$ cat src/rtl/core/fre_pkg.sv
`timescale 1ns / 1ps
// Shared types and constants of the frame rate estimator.
// Used by every module of the block; depends on nothing.
package fre_pkg;

    localparam int HISTORY_DEPTH = 15;
    localparam int TIME_WIDTH    = 48;
    localparam int CNT_W         = $clog2(HISTORY_DEPTH + 1);
    localparam int IDX_W         = $clog2(HISTORY_DEPTH);
    localparam int TPS_W         = 32;
    localparam int SF_W          = 8;
    localparam int FRAC_W        = 8;
    localparam int RATE_W        = 24;
    localparam int STAT_W        = 2;
    localparam int CNUM_W        = CNT_W + TPS_W;
    localparam int NUM_W         = CNUM_W + FRAC_W;
    localparam int PROD_W        = TIME_WIDTH + SF_W;
    localparam int DCNT_W        = $clog2(NUM_W + 1);
    localparam int ADDR_W        = 3;
    localparam int DATA_W        = 32;

    localparam logic [RATE_W-1:0] RATE_MAX  = {RATE_W{1'b1}};
    localparam logic [TPS_W-1:0]  TPS_RESET = 32'd1000000000;
    localparam logic [SF_W-1:0]   SF_RESET  = 8'd5;

    // item kinds
    localparam logic ACT_FRAME = 1'b0;
    localparam logic ACT_QUERY = 1'b1;

    // register select, taken from paddr[2]
    localparam logic REG_TPS = 1'b0;
    localparam logic REG_SF  = 1'b1;

    typedef enum logic [STAT_W-1:0] {
        STATUS_OK    = 2'd0,
        STATUS_FEW   = 2'd1,
        STATUS_STALL = 2'd2
    } status_t;

    typedef struct packed {
        logic                  action;
        logic [TIME_WIDTH-1:0] time_ticks;
    } item_t;

    typedef struct packed {
        logic [RATE_W-1:0] rate_fixed;
        status_t           status;
        logic              against_now;
    } result_t;

    typedef struct packed {
        logic [TPS_W-1:0] ticks_per_second;
        logic [SF_W-1:0]  stall_factor;
    } cfg_t;

endpackage

$ cat src/rtl/core/fre_queue.sv
`timescale 1ns / 1ps
// Two-entry request queue between the input channel and the back end.
// Depends on fre_pkg.
module fre_queue (
    input  logic          aclk,
    input  logic          aresetn,
    input  logic          in_valid,
    output logic          in_ready,
    input  fre_pkg::item_t in_item,
    output logic          out_valid,
    input  logic          out_pop,
    output fre_pkg::item_t out_item
);

    fre_pkg::item_t mem_reg [2];
    logic       wr_ptr_reg;
    logic       rd_ptr_reg;
    logic [1:0] fill_reg;
    logic [1:0] fill_next;
    logic       push;
    logic       pop;

    assign in_ready  = (fill_reg != 2'd2);
    assign out_valid = (fill_reg != 2'd0);
    assign out_item  = mem_reg[rd_ptr_reg];
    assign push      = in_valid && in_ready;
    assign pop       = out_pop && out_valid;

    always_comb begin
        fill_next = fill_reg;
        if (push && !pop) begin
            fill_next = fill_reg + 2'd1;
        end else if (pop && !push) begin
            fill_next = fill_reg - 2'd1;
        end
    end

    always_ff @(posedge aclk) begin
        if (!aresetn) begin
            wr_ptr_reg <= 1'b0;
            rd_ptr_reg <= 1'b0;
            fill_reg   <= 2'd0;
        end else begin
            fill_reg <= fill_next;
            if (push) begin
                wr_ptr_reg <= ~wr_ptr_reg;
            end
            if (pop) begin
                rd_ptr_reg <= ~rd_ptr_reg;
            end
        end
    end

    always_ff @(posedge aclk) begin
        if (push) begin
            mem_reg[wr_ptr_reg] <= in_item;
        end
    end

endmodule

$ cat src/rtl/core/fre_div.sv
`timescale 1ns / 1ps
// Bit-serial restoring divider: one quotient bit per cycle.
// Depends on fre_pkg.
module fre_div (
    input  logic                             aclk,
    input  logic                             aresetn,
    input  logic                             start,
    input  logic [fre_pkg::NUM_W-1:0]        num,
    input  logic [fre_pkg::TIME_WIDTH-1:0]   den,
    output logic                             done,
    output logic [fre_pkg::NUM_W-1:0]        quo
);

    logic [fre_pkg::NUM_W-1:0]      num_reg;
    logic [fre_pkg::TIME_WIDTH-1:0] den_reg;
    logic [fre_pkg::TIME_WIDTH-1:0] rem_reg;
    logic [fre_pkg::DCNT_W-1:0]     cnt_reg;
    logic                           busy_reg;
    logic                           done_reg;
    logic [fre_pkg::TIME_WIDTH:0]   shifted;
    logic [fre_pkg::TIME_WIDTH:0]   diff;
    logic                           ge;

    assign shifted = {rem_reg, num_reg[fre_pkg::NUM_W-1]};
    assign diff    = shifted - {1'b0, den_reg};
    assign ge      = (shifted >= {1'b0, den_reg});
    assign done    = done_reg;
    assign quo     = num_reg;

    always_ff @(posedge aclk) begin
        if (!aresetn) begin
            busy_reg <= 1'b0;
            done_reg <= 1'b0;
            cnt_reg  <= '0;
        end else begin
            done_reg <= 1'b0;
            if (start) begin
                busy_reg <= 1'b1;
                cnt_reg  <= fre_pkg::DCNT_W'(fre_pkg::NUM_W);
            end else if (busy_reg) begin
                cnt_reg <= cnt_reg - fre_pkg::DCNT_W'(1);
                if (cnt_reg == fre_pkg::DCNT_W'(1)) begin
                    busy_reg <= 1'b0;
                    done_reg <= 1'b1;
                end
            end
        end
    end

    // the dividend register shifts out its top bit and takes in quotient bits
    always_ff @(posedge aclk) begin
        if (start) begin
            num_reg <= num;
            den_reg <= den;
            rem_reg <= '0;
        end else if (busy_reg) begin
            num_reg <= {num_reg[fre_pkg::NUM_W-2:0], ge};
            rem_reg <= ge ? diff[fre_pkg::TIME_WIDTH-1:0] : shifted[fre_pkg::TIME_WIDTH-1:0];
        end
    end

endmodule

$ cat src/rtl/core/fre_back.sv
`timescale 1ns / 1ps
// Back end: timestamp history, query sequencer and result register.
// Depends on fre_pkg and fre_div.
module fre_back (
    input  logic                aclk,
    input  logic                aresetn,
    input  fre_pkg::cfg_t       cfg,
    input  logic                q_valid,
    input  fre_pkg::item_t      q_item,
    output logic                q_pop,
    output logic                m_valid,
    input  logic                m_ready,
    output fre_pkg::result_t    m_result
);

    typedef enum logic [5:0] {
        ST_IDLE = 6'b000001,
        ST_DIFF = 6'b000010,
        ST_MUL  = 6'b000100,
        ST_DEC  = 6'b001000,
        ST_DIV  = 6'b010000,
        ST_OUT  = 6'b100000
    } state_t;

    state_t state_reg, state_next;

    logic [fre_pkg::TIME_WIDTH-1:0] hist_reg [fre_pkg::HISTORY_DEPTH];
    logic [fre_pkg::CNT_W-1:0]      cnt_reg;
    logic [fre_pkg::CNT_W-1:0]      cnt_m1;
    logic [fre_pkg::TIME_WIDTH-1:0] oldest;
    logic [fre_pkg::TIME_WIDTH-1:0] qtime_reg;
    logic [fre_pkg::TIME_WIDTH-1:0] span_reg;
    logic [fre_pkg::TIME_WIDTH-1:0] gap_reg;
    logic [fre_pkg::TIME_WIDTH-1:0] age_reg;
    logic                           lt_reg;
    logic [fre_pkg::PROD_W-1:0]     prod_reg;
    logic [fre_pkg::CNUM_W-1:0]     cnum_reg;
    fre_pkg::result_t               res_reg, res_next;
    fre_pkg::result_t               out_reg;
    logic                           m_valid_reg;

    logic                           push_frame;
    logic                           div_start;
    logic [fre_pkg::NUM_W-1:0]      div_num;
    logic [fre_pkg::TIME_WIDTH-1:0] div_den;
    logic                           div_done;
    logic [fre_pkg::NUM_W-1:0]      div_quo;
    logic                           out_free;

    assign cnt_m1     = cnt_reg - fre_pkg::CNT_W'(1);
    assign oldest     = hist_reg[cnt_m1[fre_pkg::IDX_W-1:0]];
    assign q_pop      = (state_reg == ST_IDLE) && q_valid;
    assign push_frame = q_pop && (q_item.action == fre_pkg::ACT_FRAME);
    assign out_free   = !m_valid_reg || m_ready;
    assign m_valid    = m_valid_reg;
    assign m_result   = out_reg;

    fre_div u_div (
        .aclk    (aclk),
        .aresetn (aresetn),
        .start   (div_start),
        .num     (div_num),
        .den     (div_den),
        .done    (div_done),
        .quo     (div_quo)
    );

    always_comb begin
        state_next = state_reg;
        res_next   = res_reg;
        div_start  = 1'b0;
        div_num    = {cnum_reg, {fre_pkg::FRAC_W{1'b0}}};
        div_den    = age_reg;
        unique case (state_reg)
            ST_IDLE: begin
                if (q_valid && q_item.action == fre_pkg::ACT_QUERY) begin
                    if (cnt_reg < fre_pkg::CNT_W'(2)) begin
                        res_next   = '{rate_fixed: '0, status: fre_pkg::STATUS_FEW,
                                       against_now: 1'b0};
                        state_next = ST_OUT;
                    end else begin
                        state_next = ST_DIFF;
                    end
                end
            end
            ST_DIFF: state_next = ST_MUL;
            ST_MUL:  state_next = ST_DEC;
            ST_DEC: begin
                // rate against the newest frame, stall, or rate against the query time (RATE_MAX on a zero interval)
                if (lt_reg) begin
                    div_num = {cnum_reg - fre_pkg::CNUM_W'(cfg.ticks_per_second),
                               {fre_pkg::FRAC_W{1'b0}}};
                    div_den = span_reg;
                    res_next.against_now = 1'b0;
                end else begin
                    res_next.against_now = 1'b1;
                end
                res_next.status = fre_pkg::STATUS_OK;
                if (!lt_reg && prod_reg < fre_pkg::PROD_W'(gap_reg)) begin
                    res_next   = '{rate_fixed: '0, status: fre_pkg::STATUS_STALL,
                                   against_now: 1'b0};
                    state_next = ST_OUT;
                end else if (div_den == '0) begin
                    res_next.rate_fixed = fre_pkg::RATE_MAX;
                    state_next          = ST_OUT;
                end else begin
                    div_start  = 1'b1;
                    state_next = ST_DIV;
                end
            end
            ST_DIV: begin
                if (div_done) begin
                    res_next.rate_fixed = (|div_quo[fre_pkg::NUM_W-1:fre_pkg::RATE_W]) ?
                                          fre_pkg::RATE_MAX : div_quo[fre_pkg::RATE_W-1:0];
                    state_next = ST_OUT;
                end
            end
            ST_OUT: begin
                if (out_free) begin
                    state_next = ST_IDLE;
                end
            end
            default: state_next = ST_IDLE;
        endcase
    end

    always_ff @(posedge aclk) begin
        if (!aresetn) begin
            state_reg   <= ST_IDLE;
            cnt_reg     <= '0;
            m_valid_reg <= 1'b0;
        end else begin
            state_reg <= state_next;
            if (push_frame && cnt_reg != fre_pkg::CNT_W'(fre_pkg::HISTORY_DEPTH)) begin
                cnt_reg <= cnt_reg + fre_pkg::CNT_W'(1);
            end
            if (state_reg == ST_OUT && out_free) begin
                m_valid_reg <= 1'b1;
            end else if (m_ready) begin
                m_valid_reg <= 1'b0;
            end
        end
    end

    always_ff @(posedge aclk) begin
        if (push_frame) begin
            hist_reg[0] <= q_item.time_ticks;
            for (int i = 1; i < fre_pkg::HISTORY_DEPTH; i++) begin
                hist_reg[i] <= hist_reg[i-1];
            end
        end
        if (q_pop) begin
            qtime_reg <= q_item.time_ticks;
        end
        if (state_reg == ST_DIFF) begin
            span_reg <= hist_reg[0] - oldest;
            gap_reg  <= qtime_reg - hist_reg[0];
            age_reg  <= qtime_reg - oldest;
        end
        if (state_reg == ST_MUL) begin
            lt_reg   <= (gap_reg < span_reg);
            prod_reg <= {{fre_pkg::SF_W{1'b0}}, span_reg}
                        * {{fre_pkg::TIME_WIDTH{1'b0}}, cfg.stall_factor};
            cnum_reg <= {{fre_pkg::TPS_W{1'b0}}, cnt_reg}
                        * {{fre_pkg::CNT_W{1'b0}}, cfg.ticks_per_second};
        end
        res_reg <= res_next;
        if (state_reg == ST_OUT && out_free) begin
            out_reg <= res_reg;
        end
    end

endmodule

$ cat src/rtl/core/frame_rate_estimator_core.sv
`timescale 1ns / 1ps
// Frame rate estimator. An accepted frame waits in the queue and is shifted into the history
// once the back end is idle; a query skips the divider when stalled, at a zero interval or
// with too few frames. Frames flow at one per cycle while the back end is idle; it handles
// one request at a time, and the divider makes one quotient bit per cycle over 44 dividend bits.
// Reset (aresetn, synchronous, active low) empties the queue and the history count,
// drops any pending result and restores both registers to their defaults.
module frame_rate_estimator_core (
    input  logic                          aclk,
    input  logic                          aresetn,
    // input channel
    input  logic                          s_tvalid,
    output logic                          s_tready,
    input  logic [47:0]                   s_tdata,   // [47:0] time_ticks
    input  logic [0:0]                    s_tuser,   // [0] action
    // result channel
    output logic                          m_tvalid,
    input  logic                          m_tready,
    output logic [23:0]                   m_tdata,   // [23:0] rate_fixed
    output logic [2:0]                    m_tuser,   // [1:0] status, [2] against_now
    // configuration port
    input  logic                          psel,
    input  logic                          penable,
    input  logic                          pwrite,
    input  logic [fre_pkg::ADDR_W-1:0]    paddr,
    input  logic [fre_pkg::DATA_W-1:0]    pwdata,
    output logic [fre_pkg::DATA_W-1:0]    prdata,
    output logic                          pready
);

    fre_pkg::cfg_t    cfg_reg;
    fre_pkg::item_t   s_item;
    fre_pkg::item_t   q_item;
    fre_pkg::result_t m_result;
    logic             q_valid;
    logic             q_pop;
    logic             cfg_write;

    // Registers sit on paddr[2]; byte offset bits carry no meaning.
    assign pready    = 1'b1;
    assign cfg_write = psel && penable && pwrite && pready;

    always_ff @(posedge aclk) begin
        if (!aresetn) begin
            cfg_reg.ticks_per_second <= fre_pkg::TPS_RESET;
            cfg_reg.stall_factor     <= fre_pkg::SF_RESET;
        end else if (cfg_write) begin
            unique case (paddr[2])
                fre_pkg::REG_TPS: cfg_reg.ticks_per_second <= pwdata;
                fre_pkg::REG_SF:  cfg_reg.stall_factor     <= pwdata[fre_pkg::SF_W-1:0];
                default: ;
            endcase
        end
    end

    // Read back the addressed register, zero-extended.
    always_comb begin
        unique case (paddr[2])
            fre_pkg::REG_TPS: prdata = cfg_reg.ticks_per_second;
            fre_pkg::REG_SF:  prdata = {{(fre_pkg::DATA_W - fre_pkg::SF_W){1'b0}},
                                        cfg_reg.stall_factor};
            default:          prdata = '0;
        endcase
    end

    assign s_item.action     = s_tuser[0];
    assign s_item.time_ticks = s_tdata;

    // Front end: a two-entry queue holds requests until the back end frees up, so the
    // input side can take up to two requests during a division.
    fre_queue u_queue (
        .aclk      (aclk),
        .aresetn   (aresetn),
        .in_valid  (s_tvalid),
        .in_ready  (s_tready),
        .in_item   (s_item),
        .out_valid (q_valid),
        .out_pop   (q_pop),
        .out_item  (q_item)
    );

    // Back end: shift frames into the history, run queries through the
    // difference, multiply, decide and divide steps, and hold the result in
    // its own output register so the next request proceeds while it waits.
    fre_back u_back (
        .aclk     (aclk),
        .aresetn  (aresetn),
        .cfg      (cfg_reg),
        .q_valid  (q_valid),
        .q_item   (q_item),
        .q_pop    (q_pop),
        .m_valid  (m_tvalid),
        .m_ready  (m_tready),
        .m_result (m_result)
    );

    assign m_tdata = m_result.rate_fixed;
    assign m_tuser = {m_result.against_now, m_result.status};

endmodule
$ cat config.mk
export PLATFORM = sky130hd
export DESIGN_NAME = frame_rate_estimator_core
export DESIGN_NICKNAME = d
export VERILOG_FILES = /design/src/rtl/core/fre_pkg.sv /design/src/rtl/core/fre_queue.sv /design/src/rtl/core/fre_div.sv /design/src/rtl/core/fre_back.sv /design/src/rtl/core/frame_rate_estimator_core.sv
export SDC_FILE = /design/constraint.sdc
export NUM_CORES = 2
export LEC_CHECK = 0
export ABC_AREA = 1
export ABC_CLOCK_PERIOD_IN_PS = 62200
export BUFFER_PORTS_ARGS = -buffer_cell sky130_fd_sc_hd__buf_2
export CORE_MARGIN = 2
export CORE_UTILIZATION = 30
export CTS_CLUSTER_DIAMETER = 50
export DETAILED_ROUTE_END_ITERATION = 10
export GPL_TIMING_DRIVEN = 0
export HOLD_SLACK_MARGIN = 0.02
export PLACE_DENSITY = 0.49
export SLEW_MARGIN = 20
export SYNTH_ARGS = -nofsm -noshare
export SYNTH_HDL_FRONTEND = slang
export SYNTH_SLANG_ARGS = --single-unit
$ cat constraint.sdc
create_clock -name aclk -period 62.2 [get_ports aclk]
set_input_delay 6.22 -clock aclk [delete_from_list [all_inputs] [get_ports aclk]]
set_output_delay 6.22 -clock aclk [all_outputs]
set_load 0.01 [all_outputs]
# == After elaboration in Yosys (flattened, before gate mapping) ==
# Memories as Yosys holds them, arrays and structs flattened. A register that Yosys moved wholly into a read port is not among the register bits.
# Index checks and enable logic that the tools add are counted.
# totals
reg_bits,542
mem_bits_rw,818
in_bits,91
word_cells,143
mem_count,2
# op_classes
addsub,10
multipliers,2
n_lt_le_gt_ge,4
eq_ne,14
muxes,45
n_bitwise,6
reduce_logical,32
# mem_list
name,words,word_bits,rd,rd_ports_with_merged_regs,wr,line_no,text
u_back.hist_reg,15,48,15,0,15,fre_back.sv:27,logic [fre_pkg::TIME_WIDTH-1:0] hist_reg [fre_pkg::HISTORY_DEPTH];
u_queue.mem_reg,2,49,1,1,1,fre_queue.sv:15,fre_pkg::item_t mem_reg [2];
# ops
cell,n
two-way mux 48 bit,4
subtractor 48 bit,4
two-way mux 44 bit,4
two-way mux 24 bit,4
case mux 24 bit (3 select lines),1
case mux 32 bit (2 select lines),1
less-than comparator 56 x 48 -> 1 bit,1
multiplier 48 x 8 -> 56 bit,1
two-way mux 27 bit,2
greater-or-equal comparator 49 x 48 -> 1 bit,1
zero test 48 bit,1
less-than comparator 48 bit,1
two-way mux 6 bit,8
multiplier 4 x 32 -> 36 bit,1
case mux 6 bit (6 select lines),1
subtractor 36 x 32 -> 36 bit,1
OR reduction 20 bit,1
two-way mux 1 bit,16
equality test 6 x 1 -> 1 bit (second input constant),2
logical AND 1 bit,12
nonzero test 2 bit,5
inequality test 2 bit (second input constant),4
equality test 6 x 2 -> 1 bit (second input constant),1
equality test 6 x 3 -> 1 bit (second input constant),1
other kinds (24),35

# == Longest topological paths before layout ==
# logic_depth
depth_word,7
ltp_mapped,27
ltp_nobuf,25

# == Cells and area by module ==
# From an unflattened synthesis, not the netlist that was laid out.
# hier_totals
cells_unflattened,10366
hier_area_um2,88874.0
# modules_own_cells
mod,n_inst,cells_each,area_per_inst_um2
fre_back,1,8252,72668.4
fre_div,1,1621,10498.8
fre_queue,1,189,3821.2
frame_rate_estimator_core,1,304,1885.6

# == Worst setup path before layout ==
# OpenSTA, ideal clock, no wires.
# synth_timing
path_type,register to register
start,register u_back.state_reg[5]
end,register u_back.cnt_reg[0] in the netlist's numbering
t_arrival_ns,19.907
required_ns,62.004
slack_ns,42.097
stages_incl_launch_ff,9
n_path_buf,0
period_less_slack_ns,20.103
path_cell_list,dfxtp_1 -> nor2_1 -> nand4_1 -> nor2_1 -> nand2_1 -> inv_1 -> o31ai_1 -> o21ai_0 -> a21oi_1
# synth_between
elab_chain_cells,4
# synth_rtl
element,line_no,text
start: declaration,fre_back.sv:25,"state_t state_reg, state_next;"
start signal: assignment,fre_back.sv:133,state_reg <= state_next;
equality test 6 x 1 -> 1 bit,fre_back.sv:52,assign q_pop = (state_reg == ST_IDLE) && q_valid;
logical AND 1 bit,fre_back.sv:52,
via q_pop,frame_rate_estimator_core.sv:36,logic q_pop;
logical AND 1 bit,fre_back.sv:53,assign push_frame = q_pop && (q_item.action == fre_pkg::ACT_FRAME);
via u_back.push_frame,fre_back.sv:42,logic push_frame;
logical AND 1 bit,fre_back.sv:134,if (push_frame && cnt_reg != fre_pkg::CNT_W'(fre_pkg::HISTORY_DEPTH)) begin
end signal: assignment,fre_back.sv:135,cnt_reg <= cnt_reg + fre_pkg::CNT_W'(1);
end: declaration,fre_back.sv:28,logic [fre_pkg::CNT_W-1:0] cnt_reg;
# The timed path passes the listed nets, and every way through them passes these cells.
# A chain may end at the register's enable or synchronous reset.

# == Worst setup path after layout ==
# layout_timing
start,input port paddr[2] in the netlist's numbering
end,output port prdata[28] in the netlist's numbering
# layout_between
elab_chain_cells,2
# layout_rtl
element,line_no,text
start: declaration,frame_rate_estimator_core.sv:25,"input logic [fre_pkg::ADDR_W-1:0] paddr,"
inverter 1 bit (no source line),--,
case mux 32 bit (2 select lines) (*),frame_rate_estimator_core.sv:58,unique case (paddr[2])
end: declaration,frame_rate_estimator_core.sv:27,"output logic [fre_pkg::DATA_W-1:0] prdata,"
# Every way passes the cells marked *; elsewhere a longest branch is shown, timed or not.

==> run_results.csv <==
group,metric,value,unit
global_routing,antenna_found_initial,16,
routing,drtPass1Iterations,11,
pwr,peakVddDrop,0.03372,mV
synthesis,synth_xor_area_share,2.382,%
synthesis,yosys.area.top_type_share,42.36,%
pwr,powerDensity,54.85,nW/µm²
clock_tree,clk_pin_slew_worst_paths,0.06,ns
synthesis,synth-seq-cells,1361,
synthesis,synth_top_family_by_area,"simple AND/OR/NAND/NOR gates",
synthesis,syn_area_per_cell,8.605,µm²
pwr,p_int,2812,µW
die,core_area,293800,µm²
run_status,violations,"DRC",
critical_path,startpoint_type,"primary input",
global_routing,grt_pass1_vias,73010,
synthesis,synth-simple-area-share,18.29,%
synthesis,ys_types,51,
timing,max_freq,72.55,MHz
synthesis,yosysMostFrequentCell,"nand2_1",
pwr,p_clk_share,19.8,%
critical_path,path_max_fanout,10,
global_routing,grt_pass1_wl,492900,µm
clock_tree,root_buffer,"clkbuf_16",
synthesis,async_flop_share,0,%
critical_path,r2r_start,"u_back.cnt_reg[0]$_SDFFE_PN0P_",
critical_path,critical_path_required,55.98,ns
placed_design,dp_worst_setup_slack,48.51,ns
routing,vias,73770,
die,initial_core_util,30.14,%
synthesis,synth_edf_count,1249,
routing,wl,341300,µm
die,boundaryPins,153,
synthesis,ys_seq_area_share,44.89,%
critical_path,critPathCaptureType,"output port",
pwr,seq_power_share,26.9,%
routing,viasPerCell,4.995,
clock_tree,cts_setup_buffers,0,
global_routing,grt_use_total,22.26,%
synthesis,synth.area.top_cells,"edfxtp_1 42%, nand2_1 9.9%, fa_1 7.7%",
clock_tree,cts.sinks,1361,
routing,antenna_left,0,
cells_and_area,drive_above_1_share,6.197,%
synthesis,ys.flop_type,"edfxtp_1",
synthesis,syn_inst,10290,
timing,relSlewSlack,20.82,%
clock_tree,cts_tree,"yes",
pwr,p_comb_share,53.3,%
global_routing,grt_overflow,0,
synthesis,syn-num-nets,11160,
synthesis,ys_warn_count,0,
timing,tns,0,ns
clock_tree,cts_inserted_buffers,188,
die,die_w,547.3,µm
timing,worstMarginPinSlew,1.188,ns
clock_tree,clock_path_buffers,4,
timing,period_share,22.16,%
timing,hold_viol_final,0,
synthesis,syn-cell-area,88550,µm²
synthesis,synthAdderAreaFrac,13.87,%
synthesis,synth-compound-area-share,10.66,%
timing,slew_viol_final,0,
cells_and_area,fin_nets,11550,
critical_path,critPathLaunch,"paddr[2]",
global_routing,grt_max_degree,114,
routing,drtIter0Drc,7377,
timing,finClkSkew,0.1166,ns
hold_path,hold_path.class,"reg2reg",
die,dieArea,299500,µm²
timing,worst_slack,48.42,ns
cells_and_area,n_fill_cell,30780,
pwr,leakage,0.04497,µW
timing,setup_viol,0,
clock_tree,h-tree-depth,4,
timing,post-route-min-period,13.78,ns
timing,rsz0062_at_grt,"false",
clock_tree,clock_latency,0.89,ns
routing,remaining_drc_errors,16,
pwr,p_sw,2740,µW
die,dieHeight,547.3,µm
run_status,status,"finished, violations left",
clock_tree,cts_hold_buf,0,
critical_path,critPathKind,"in2out",
placed_design,gp_congestion,0.9825,
synthesis,yosys.area.top_type,"edfxtp_1",
clock_tree,ctsResizeCount,0,
cells_and_area,syn_to_final_growth,14.32,%
pwr,p_sw_share,49.36,%
synthesis,yosys-top-cells-count,"2334 x nand2_1, 1745 x inv_1, 1249 x edfxtp_1",
die,rows,199,
hold_path,min_from,"u_back.hist_reg[13][11]$_DFFE_PP_",
critical_path,arrival,7.56,ns
placed_design,buffer_ports.inserted,147,
cells_and_area,largest_register_ffs,720,
synthesis,synthMuxAreaShare,0.6895,%
run,cap_violations,0,
routing,wl_per_cell,23.11,µm
placed_design,place_hpwl,276400,µm
## power by group through the flow
stage | Combinational [µW] | Sequential, µW | Clock [µW]
after floorplan | 1670 | 1590 | 0
after global placement | 2900 | 1710 | 0
after detailed placement | 2930 | 1500 | 0
after CTS | 2940 | 1490 | 1120
after global routing | 3170 | 1510 | 1160
final | 2960 | 1490 | 1100
## placed cells by master (no fill, tap or decap), types with 22 or more instances in the layout
cell | synthesis | routed
a21o_1 | 40 | 40
nor3_1 | 79 | 78
nand3_1 | 374 | 374
dfxtp_1 | 112 | 112
o21bai_1 | 48 | 48
a31oi_1 | 52 | 52
clkbuf_1 | 264 | 277
inv_1 | 1745 | 1744
clkinv_2 | 0 | 29
nand2_1 | 2334 | 2333
nand4_1 | 117 | 117
ha_1 | 436 | 436
xor2_1 | 178 | 178
xnor2_1 | 61 | 61
buf_4 | 12 | 24
mux2_2 | 48 | 48
nor4_1 | 25 | 23
o211ai_1 | 68 | 68
edfxtp_1 | 1249 | 1249
inv_6 | 0 | 30
buf_2 | 40 | 217
o221ai_1 | 49 | 49
o21ai_0 | 837 | 837
clkbuf_16 | 0 | 192
nor2_1 | 1063 | 1059
a21oi_1 | 465 | 465
clkinv_1 | 4 | 22
buf_1 | 30 | 29
o22ai_1 | 91 | 91
fa_1 | 341 | 341
## final timing paths
path	cells after the start	endpoint	slack [ns]
setup / recovery	5	prdata[28]	48.42
hold / removal	0	u_back.hist_reg[14][11]$_DFFE_PP_	0.42
setup reg to reg	19	u_back.span_reg[32]$_DFFE_PP_	53.42
hold reg to reg	0	u_back.hist_reg[14][11]$_DFFE_PP_	0.42
## area by class of cell
cell class | count | area, µm² | area share (%)
flip-flops and latches | 1361 | 39750 | 39.26
diodes | 7 | 17.52 | 0.01730
clock buffers | 213 | 4903 | 4.844
well taps | 3919 | 4903 | 4.844
clock inverters | 135 | 1436 | 1.419
repair buffers | 205 | 1354 | 1.337
multi-input cells | 6814 | 40690 | 40.19
plain buffers | 363 | 1594 | 1.575
inverters | 1753 | 6588 | 6.507
## stage by stage
stage                     instance area [µm²]  total power [µW]  hold WS (ns)  utilization (%)  std cells
after global routing                   101200              5838        0.4216            34.45      14770
after global placement                  94190              4611        0.4055            32.06      14360
after detailed placement                94860              4431        0.4054            32.29      14410
after floorplan                         88550              3260        0.4003                -      10290
after CTS                              101200              5550        0.4126            34.45      14760
final                                  101200              5552        0.4159            34.46      14770
## cell families (layout without fill, tap and decap cells)
kind of cell	Yosys count	after routing
muxes	55	55
xor gates and xnor gates	240	240
AOI/OAI and AO/OA	1708	1708
and+or+nand+nor	4033	4033
adders and majority gates	777	777
other	1	8
buffers and inverters	2116	2669
DFF	1361	1361
## per-layer routing
layer,GRT usage [%],wire [µm]
met5,0,0
met3,2.696,20250
met4,8.290,13700
met2,36.36,156500
met1,30.19,150800
## critical path: stages
cell      delay [ns]
clkbuf_1        0.25
clkbuf_1        0.35
clkbuf_1        0.45
nor2_1          0.11
buf_2           0.18
(Power assumes the default switching activity.)
